File: config.mk
export PLATFORM = sky130hd
export DESIGN_NAME = nonpreemptive_priority_scheduler
export DESIGN_NICKNAME = d
export VERILOG_FILES = /design/src/rtl/npsched_pkg.sv /design/src/rtl/npsched_ctrl.sv /design/src/rtl/npsched_dp.sv /design/src/rtl/nonpreemptive_priority_scheduler.sv
export SDC_FILE = /design/constraint.sdc
export NUM_CORES = 2
export LEC_CHECK = 0
export ABC_AREA = 1
export ABC_CLOCK_PERIOD_IN_PS = 6200
export BUFFER_PORTS_ARGS = -buffer_cell sky130_fd_sc_hd__buf_2
export CORE_ASPECT_RATIO = 0.75
export CORE_UTILIZATION = 55
export DETAILED_ROUTE_END_ITERATION = 16
export GPL_ROUTABILITY_DRIVEN = 0
export HOLD_SLACK_MARGIN = 0.03
export PLACE_DENSITY = 0.81
export SETUP_SLACK_MARGIN = 0.15
export SLEW_MARGIN = 5
export SYNTH_ARGS = -nofsm -noshare
export SYNTH_HDL_FRONTEND = slang
export SYNTH_HIERARCHICAL = 1
export SYNTH_SLANG_ARGS = --single-unit
File: constraint.sdc
create_clock -name i_clk -period 6.2 [get_ports i_clk]
set_input_delay 0.62 -clock i_clk [delete_from_list [all_inputs] [get_ports i_clk]]
set_output_delay 0.62 -clock i_clk [all_outputs]
set_load 0.1 [all_outputs]
File: src/rtl/npsched_pkg.sv
`timescale 1ns / 1ps
package npsched_pkg;

    localparam int TASK_SLOTS_DEF = 32;
    localparam int TIME_BITS_DEF  = 16;

    localparam int TASK_W     = 5;
    localparam int ARR_W      = 16;
    localparam int DUR_W      = 16;
    localparam int PRIO_W     = 8;
    localparam int OUT_TIME_W = 16;

    localparam logic KIND_LOAD = 1'b0;
    localparam logic KIND_TICK = 1'b1;

    typedef enum logic [2:0] {
        ST_EMPTY   = 3'd0,
        ST_WAITING = 3'd1,
        ST_READY   = 3'd2,
        ST_RUNNING = 3'd3,
        ST_ENDED   = 3'd4
    } t_status;

    typedef enum logic [1:0] {
        S_IDLE,
        S_END,
        S_SCAN,
        S_DISP
    } t_state;

    typedef struct packed {
        logic [ARR_W-1:0]  arrival;
        logic [DUR_W-1:0]  duration;
        logic [PRIO_W-1:0] prio;
    } t_entry;

    typedef struct packed {
        logic load;
        logic tick_start;
        logic end_chk;
        logic scan;
        logic commit;
    } t_cmd;

    typedef struct packed {
        logic scan_last;
        logic out_free;
    } t_stat;

endpackage

File: src/rtl/npsched_ctrl.sv
`timescale 1ns / 1ps
module npsched_ctrl (
    input  logic               i_clk,
    input  logic               i_rst_n,
    input  logic               i_valid,
    input  logic               i_kind,
    input  npsched_pkg::t_stat i_st,
    output logic               o_stall,
    output npsched_pkg::t_cmd  o_cmd
);

    npsched_pkg::t_state r_state;
    npsched_pkg::t_state n_state;

    always_ff @(posedge i_clk) begin
        if (!i_rst_n) begin
            r_state <= npsched_pkg::S_IDLE;
        end else begin
            r_state <= n_state;
        end
    end

    always_comb begin
        n_state = r_state;
        o_cmd   = '0;
        o_stall = 1'b1;
        case (r_state)
            npsched_pkg::S_IDLE: begin
                o_stall = 1'b0;
                if (i_valid) begin
                    if (i_kind == npsched_pkg::KIND_TICK) begin
                        o_cmd.tick_start = 1'b1;
                        n_state          = npsched_pkg::S_END;
                    end else begin
                        o_cmd.load = 1'b1;
                    end
                end
            end
            npsched_pkg::S_END: begin
                o_cmd.end_chk = 1'b1;
                n_state       = npsched_pkg::S_SCAN;
            end
            npsched_pkg::S_SCAN: begin
                o_cmd.scan = 1'b1;
                if (i_st.scan_last) begin
                    n_state = npsched_pkg::S_DISP;
                end
            end
            npsched_pkg::S_DISP: begin
                if (i_st.out_free) begin
                    o_cmd.commit = 1'b1;
                    n_state      = npsched_pkg::S_IDLE;
                end
            end
            default: begin
                n_state = npsched_pkg::S_IDLE;
            end
        endcase
    end

endmodule

File: src/rtl/npsched_dp.sv
`timescale 1ns / 1ps
module npsched_dp #(
    parameter int TASK_SLOTS = npsched_pkg::TASK_SLOTS_DEF,
    parameter int TIME_BITS  = npsched_pkg::TIME_BITS_DEF
) (
    input  logic                               i_clk,
    input  logic                               i_rst_n,
    input  npsched_pkg::t_cmd                  i_cmd,
    output npsched_pkg::t_stat                 o_st,
    input  logic [npsched_pkg::TASK_W-1:0]     i_task_index,
    input  logic [npsched_pkg::ARR_W-1:0]      i_arrival_time,
    input  logic [npsched_pkg::DUR_W-1:0]      i_exec_duration,
    input  logic [npsched_pkg::PRIO_W-1:0]     i_priority_req,
    input  logic                               i_stall,
    output logic                               o_valid,
    output logic [npsched_pkg::OUT_TIME_W-1:0] o_time_now,
    output logic                               o_running_valid,
    output logic [npsched_pkg::TASK_W-1:0]     o_running_task,
    output logic                               o_finished_valid,
    output logic [npsched_pkg::TASK_W-1:0]     o_finished_task
);

    localparam int SLOT_W = (TASK_SLOTS > 1) ? $clog2(TASK_SLOTS) : 1;
    localparam logic [SLOT_W-1:0] LAST_SLOT = SLOT_W'(TASK_SLOTS - 1);

    // task table
    npsched_pkg::t_entry r_mem [TASK_SLOTS];
    npsched_pkg::t_entry r_rd;
    npsched_pkg::t_status r_status [TASK_SLOTS];

    logic                               r_busy;
    logic [SLOT_W-1:0]                  r_cur;
    logic [npsched_pkg::DUR_W-1:0]      r_ticks;
    logic [TIME_BITS-1:0]               r_clock;
    logic [SLOT_W-1:0]                  r_cnt;
    logic                               r_found;
    logic                               r_fin_valid;
    logic                               r_out_valid;
    logic [SLOT_W-1:0]                  r_fin_idx;
    logic [SLOT_W-1:0]                  r_best;
    logic [npsched_pkg::PRIO_W-1:0]     r_best_prio;
    logic [npsched_pkg::ARR_W-1:0]      r_best_arr;
    logic [npsched_pkg::OUT_TIME_W-1:0] r_o_time;
    logic                               r_o_run_v;
    logic [npsched_pkg::TASK_W-1:0]     r_o_run_t;
    logic                               r_o_fin_v;
    logic [npsched_pkg::TASK_W-1:0]     r_o_fin_t;

    logic              ld_ok;
    logic [SLOT_W-1:0] ld_addr;
    logic              ld_write;
    logic [SLOT_W-1:0] rd_addr;
    logic              scan_last;
    logic              out_free;
    logic              end_hit;
    logic              arr_hit;
    logic              cand_ready;
    logic              beats;
    logic              take;
    logic              do_disp;

    assign ld_ok    = int'(i_task_index) < TASK_SLOTS;
    assign ld_addr  = SLOT_W'(i_task_index);
    assign ld_write = i_cmd.load && ld_ok && (r_status[ld_addr] != npsched_pkg::ST_RUNNING);

    assign scan_last = (r_cnt == LAST_SLOT);
    assign out_free  = !r_out_valid || !i_stall;
    assign o_st      = '{scan_last: scan_last, out_free: out_free};

    always_comb begin
        if (i_cmd.tick_start) begin
            rd_addr = r_cur;
        end else if (i_cmd.end_chk || scan_last) begin
            rd_addr = '0;
        end else begin
            rd_addr = r_cnt + SLOT_W'(1);
        end
    end

    assign end_hit    = (r_ticks >= r_rd.duration);
    assign arr_hit    = i_cmd.scan && (r_status[r_cnt] == npsched_pkg::ST_WAITING)
                        && (TIME_BITS'(r_rd.arrival) == r_clock);
    assign cand_ready = (r_status[r_cnt] == npsched_pkg::ST_READY) || arr_hit;
    assign beats      = (r_rd.prio > r_best_prio)
                        || ((r_rd.prio == r_best_prio) && (r_rd.arrival < r_best_arr));
    assign take       = i_cmd.scan && !r_busy && cand_ready && (!r_found || beats);
    assign do_disp    = i_cmd.commit && !r_busy && r_found;

    always_ff @(posedge i_clk) begin
        if (ld_write) begin
            r_mem[ld_addr] <= '{arrival: i_arrival_time, duration: i_exec_duration,
                                prio: i_priority_req};
        end
        r_rd <= r_mem[rd_addr];
    end

    always_ff @(posedge i_clk) begin
        if (!i_rst_n) begin
            for (int k = 0; k < TASK_SLOTS; k++) begin
                r_status[k] <= npsched_pkg::ST_EMPTY;
            end
        end else begin
            if (ld_write) begin
                r_status[ld_addr] <= npsched_pkg::ST_WAITING;
            end
            if (i_cmd.end_chk && r_busy && end_hit) begin
                r_status[r_cur] <= npsched_pkg::ST_ENDED;
            end
            if (arr_hit) begin
                r_status[r_cnt] <= npsched_pkg::ST_READY;
            end
            if (do_disp) begin
                r_status[r_best] <= npsched_pkg::ST_RUNNING;
            end
        end
    end

    always_ff @(posedge i_clk) begin
        if (!i_rst_n) begin
            r_busy      <= 1'b0;
            r_cur       <= '0;
            r_ticks     <= '0;
            r_clock     <= '0;
            r_cnt       <= '0;
            r_found     <= 1'b0;
            r_fin_valid <= 1'b0;
            r_out_valid <= 1'b0;
        end else begin
            if (i_cmd.end_chk) begin
                r_cnt       <= '0;
                r_found     <= 1'b0;
                r_fin_valid <= r_busy && end_hit;
                if (r_busy) begin
                    if (end_hit) begin
                        r_busy <= 1'b0;
                    end else begin
                        r_ticks <= r_ticks + npsched_pkg::DUR_W'(1);
                    end
                end
            end
            if (i_cmd.scan) begin
                r_cnt <= r_cnt + SLOT_W'(1);
                if (take) begin
                    r_found <= 1'b1;
                end
            end
            if (do_disp) begin
                r_busy  <= 1'b1;
                r_cur   <= r_best;
                r_ticks <= npsched_pkg::DUR_W'(1);
            end
            if (i_cmd.commit) begin
                r_clock     <= r_clock + TIME_BITS'(1);
                r_out_valid <= 1'b1;
            end else if (!i_stall) begin
                r_out_valid <= 1'b0;
            end
        end
    end

    always_ff @(posedge i_clk) begin
        if (i_cmd.end_chk) begin
            r_fin_idx <= r_cur;
        end
        if (take) begin
            r_best      <= r_cnt;
            r_best_prio <= r_rd.prio;
            r_best_arr  <= r_rd.arrival;
        end
        if (i_cmd.commit) begin
            r_o_time  <= npsched_pkg::OUT_TIME_W'(r_clock);
            r_o_run_v <= r_busy || r_found;
            if (r_busy) begin
                r_o_run_t <= npsched_pkg::TASK_W'(r_cur);
            end else if (r_found) begin
                r_o_run_t <= npsched_pkg::TASK_W'(r_best);
            end else begin
                r_o_run_t <= '0;
            end
            r_o_fin_v <= r_fin_valid;
            r_o_fin_t <= r_fin_valid ? npsched_pkg::TASK_W'(r_fin_idx) : '0;
        end
    end

    assign o_valid          = r_out_valid;
    assign o_time_now       = r_o_time;
    assign o_running_valid  = r_o_run_v;
    assign o_running_task   = r_o_run_t;
    assign o_finished_valid = r_o_fin_v;
    assign o_finished_task  = r_o_fin_t;

    a_busy_slot_running: assert property (@(posedge i_clk) disable iff (!i_rst_n)
        r_busy |-> (r_status[r_cur] == npsched_pkg::ST_RUNNING))
        else $error("busy processor without a running slot");

    a_busy_ticks: assert property (@(posedge i_clk) disable iff (!i_rst_n)
        r_busy |-> (r_ticks != '0))
        else $error("running task with zero ticks");

    a_commit_free: assert property (@(posedge i_clk) disable iff (!i_rst_n)
        i_cmd.commit |-> (!r_out_valid || !i_stall))
        else $error("result overwritten while still pending");

    a_single_phase: assert property (@(posedge i_clk) disable iff (!i_rst_n)
        $onehot0({i_cmd.load, i_cmd.tick_start, i_cmd.end_chk, i_cmd.scan, i_cmd.commit}))
        else $error("more than one datapath command");

endmodule

File: src/rtl/nonpreemptive_priority_scheduler.sv
// non-preemptive priority scheduler
// input channel: i_valid / o_stall carries one word per item; i_kind selects
//   a task load (slot, arrival, duration, priority) or one time tick
// output channel: o_valid / i_stall carries one word per tick: time, running
//   task and the task that finished at the start of the tick; loads give none
// a load is accepted while idle and writes the task table directly, unless its
//   slot is out of range or holds the running task
// a tick reads the running task's length, ends or advances it, scans every
//   slot of the task table for arrivals and the best ready task, and then
//   dispatches and registers the result
// the result sits in an output register; the next item is accepted while it
//   waits, and a later tick holds in its dispatch cycle until the receiver
//   takes the pending word
// reset clears all slot states to empty, the clock, the processor and the
//   output valid flag; the output data and task table contents are left as they were
`timescale 1ns / 1ps
module nonpreemptive_priority_scheduler #(
    parameter int TASK_SLOTS = npsched_pkg::TASK_SLOTS_DEF,
    parameter int TIME_BITS  = npsched_pkg::TIME_BITS_DEF
) (
    input  logic                               i_clk,
    input  logic                               i_rst_n,
    input  logic                               i_valid,
    output logic                               o_stall,
    input  logic                               i_kind,
    input  logic [npsched_pkg::TASK_W-1:0]     i_task_index,
    input  logic [npsched_pkg::ARR_W-1:0]      i_arrival_time,
    input  logic [npsched_pkg::DUR_W-1:0]      i_exec_duration,
    input  logic [npsched_pkg::PRIO_W-1:0]     i_priority_req,
    output logic                               o_valid,
    input  logic                               i_stall,
    output logic [npsched_pkg::OUT_TIME_W-1:0] o_time_now,
    output logic                               o_running_valid,
    output logic [npsched_pkg::TASK_W-1:0]     o_running_task,
    output logic                               o_finished_valid,
    output logic [npsched_pkg::TASK_W-1:0]     o_finished_task
);

    npsched_pkg::t_cmd  cmd;
    npsched_pkg::t_stat st;

    npsched_ctrl u_ctrl (
        .i_clk   (i_clk),
        .i_rst_n (i_rst_n),
        .i_valid (i_valid),
        .i_kind  (i_kind),
        .i_st    (st),
        .o_stall (o_stall),
        .o_cmd   (cmd)
    );

    npsched_dp #(
        .TASK_SLOTS (TASK_SLOTS),
        .TIME_BITS  (TIME_BITS)
    ) u_dp (
        .i_clk            (i_clk),
        .i_rst_n          (i_rst_n),
        .i_cmd            (cmd),
        .o_st             (st),
        .i_task_index     (i_task_index),
        .i_arrival_time   (i_arrival_time),
        .i_exec_duration  (i_exec_duration),
        .i_priority_req   (i_priority_req),
        .i_stall          (i_stall),
        .o_valid          (o_valid),
        .o_time_now       (o_time_now),
        .o_running_valid  (o_running_valid),
        .o_running_task   (o_running_task),
        .o_finished_valid (o_finished_valid),
        .o_finished_task  (o_finished_task)
    );

endmodule
==> summary.txt <==
WS Path Type - reg -> reg
Combinational share of power - 24.5%
Final Hold Viols - 0
Final core utilization - 61.0%
CP endpoint kind - flip-flop
Setup tns final - 0 ps
Seq cells post-synth - 1,531
CTS Root Cell - clkbuf_16
Status - finished, violations left
Area delta synth->final - 10.0%
Core area - 114,000 µm²
Die Ht - 295 µm
Final Max Slew Viols - 0
Switching power - 8820 µW
Pre-Repair DR Iteration Count - 17
Worst-margin pin slew - 1410 ps
Startpoint Class - flip-flop
Power Density - 388 nW/µm²
Row count - 107
Worst rel slew slack - 5.81%
Min Tclk post-route - 4740 ps
DRT iter0 DRCs - 7,755
Avg Cell Area, Syn - 11.8 µm²
Clk buf depth - 3
Worst-path maximum fanout - 27
Syn nets - 5,455
Worst Path Required - 6840 ps
Vias in the first global route - 43,100
Clock slew at reported path FFs - 60 ps
Top Ports - 80
Global route overflow - 0
Placement Setup Slack - 1490 ps
Sequential element share of the synthesized area - 69.9%
WL final - 179 mm
Area of the multi-input gates - 16,800 µm²
Drt via density - 6.62
Final worst-path cycle share - 76.4%
Power Internal - 18,100 µW
Final worst-path setup slack - 1460 ps
DRC Markers - 2
Nets - 5,403
Hpwl dp - 97.1 mm
Yosys cell types - 45
Commonest cells after routing, fill and taps aside - edfxtp_1 (1,342), nor2_1 (779), o21ai_0 (668)
Post-Synthesis Cells - 5,355
Largest net degree at the start of global routing - 214
Number of vias in the routed layout - 45,900
Global router's overall resource usage - 30.3%
Max frequency - 211 MHz
Leak - 0.0235 µW
Final setup viols - 0
Register area - 44,100 µm²
CTS sink count - 1,531
Clk pwr share - 32.2%
Failing checks - design-rule violations
Full die area - 116,000 µm²
Die W - 393 µm
Sw Share - 32.8%
First-pass GRT wire length - 263 mm
Post-CTS Setup Bufs - 0
CTS H-tree lvls - 4
Total power - 26,900 µW
# resized after CTS - 0
Antenna-violating nets left - 0
Clock Latency Late Sink - 780 ps
Hold crit path type - in -> reg
WL/cell - 25.7 µm
RSZ-0062 raised after global routing - false
CTS tree - yes
Share of post-route cells with drive strength above 1 - 8.59%
Commonest non-fill, non-tap cell in the layout - edfxtp_1
FF-to-FF setup slack - 1460 ps
Number of max-cap violations - 0
Sequential power share - 43.3%
Synthesized cell area - 63,100 µm²
Clock skew - 31.6 ps
CTS Buf Count - 136
Total of warnings raised by yosys - 6
CP Data Arrival Time - 5380 ps
Initial Util - 55.5%
VDD IR max - 0.493 mV
# port buffers - 79
Fill cell count - 8,179
Hold bufs inserted after CTS - 0
Initial antenna violation count - 3
## state kept, by name (all words and copies together) (netlist names), 2 cells and up, named ones only
name                  flops
u_dp/r_best_prio          8
u_dp/o_finished_task      5
u_dp/r_best               5
u_dp/r_cnt                5
u_dp/r_clock             16
u_dp/r_cur                5
u_dp/r_best_arr          16
u_dp/r_status            96
u_ctrl/r_state            2
u_dp/o_time_now          16
u_dp/o_running_task       5
u_dp/r_fin_idx            5
u_dp/r_mem             1280
u_dp/r_ticks             16
u_dp/r_rd                40
## path summary, 6_finish.rpt
| path | cells past startpoint | to | from |
|---|---|---|---|
| setup reg to reg | 13 | u_dp/r_status[15][2]$_SDFFE_PP0P_ | flip-flop |
| hold / removal | 3 | u_dp/o_valid$_SDFFE_PN0P_ | i_stall |
| hold reg to reg | 0 | u_dp/r_fin_idx[1]$_DFFE_PP_ | u_dp/r_cur[1]$_SDFFE_PN0P_ |
| setup / recovery | 13 | u_dp/r_status[15][2]$_SDFFE_PP0P_ | flip-flop |
## routing by layer
metal	vias up	track usage, %	routed length (µm)
met5	-	0	26
met4	4	13.1	8030
met3	591	8.76	28000
met2	3909	44.2	77500
met1	21900	42.5	65200
li1	19500	-	-
## Yosys cell counts, drive strengths merged
cell    count  area (µm²)
xnor2       7        61.3
nand2     633        2390
a211oi      2        15.0
o221ai    321        2810
o21a       41         308
nor3       37         190
o211ai      8        60.1
nor3b       4        30.0
nand3     498        2630
nor2      784        2960
dfxtp     189        3780
nand4      51         350
a21boi     25         191
xor2       10        87.6
a221oi      2        17.5
o22ai       5        31.3
o21ai     677        3410
a22oi       3        27.5
clkbuf    254         953
a31oi       4        25.0
nor4        3        18.8
edfxtp   1342       40300
ha         50         626
clkinv      6        22.5
buf        86         457
a21oi      89         457
a22o        2        17.5
inv       221         830
a21o        1        7.51
## power groups by stage
stage                     logic [µW]  clock network, µW  registers [µW]
after floorplan                 4250                  0           11900
after global placement          6070                  0           11900
after detailed placement        6290                  0           11900
after CTS                       6380               8730           11700
after global routing            7080               9110           11700
final                           6590               8680           11700
## stage by stage
step	hold WS (ps)	area, µm²	std cells
global placement	414	64800	6691
CTS	182	69400	6939
global route	240	69400	6939
finish	208	69400	6940
detailed placement	425	64800	6691
floorplan	403	63100	5355
## cells by family (layout without fill, tap and decap cells)
| group | Yosys count | in the layout | share of synthesized area (%) |
|---|---|---|---|
| and+or+nand+nor | 2010 | 2010 | 13.6 |
| DFF | 1531 | 1531 | 69.9 |
| AOI/OAI and AO/OA | 1180 | 1180 | 11.7 |
| buffers and inverters | 567 | 625 | 3.59 |
| adders and majority gates | 50 | 50 | 0.992 |
| xor gates and xnor gates | 17 | 17 | 0.236 |
| other | 0 | 1 | 0 |
## critical path, stage by stage, from the launching register on
cell,delay (ps)
dfxtp_1,1080
inv_1,800
nand3_1,320
nand3_1,150
nand2_1,170
nand2_1,70
nand2_1,90
nand2_1,50
nand2_1,80
nand3_1,120
nor2_4,670
nand3_1,560
nor2_1,340
a21oi_1,70
## area by class of cell
class | instances | area share (%)
multi-input cells | 3257 | 24.2
diodes | 1 | 0.00361
inverters | 227 | 1.27
flip-flops and latches | 1531 | 63.5
repair buffers | 150 | 1.70
clock buffers | 179 | 5.56
clock inverters | 69 | 1.02
well taps | 1526 | 2.75
Note: power is estimated with default switching activity, not from simulation.
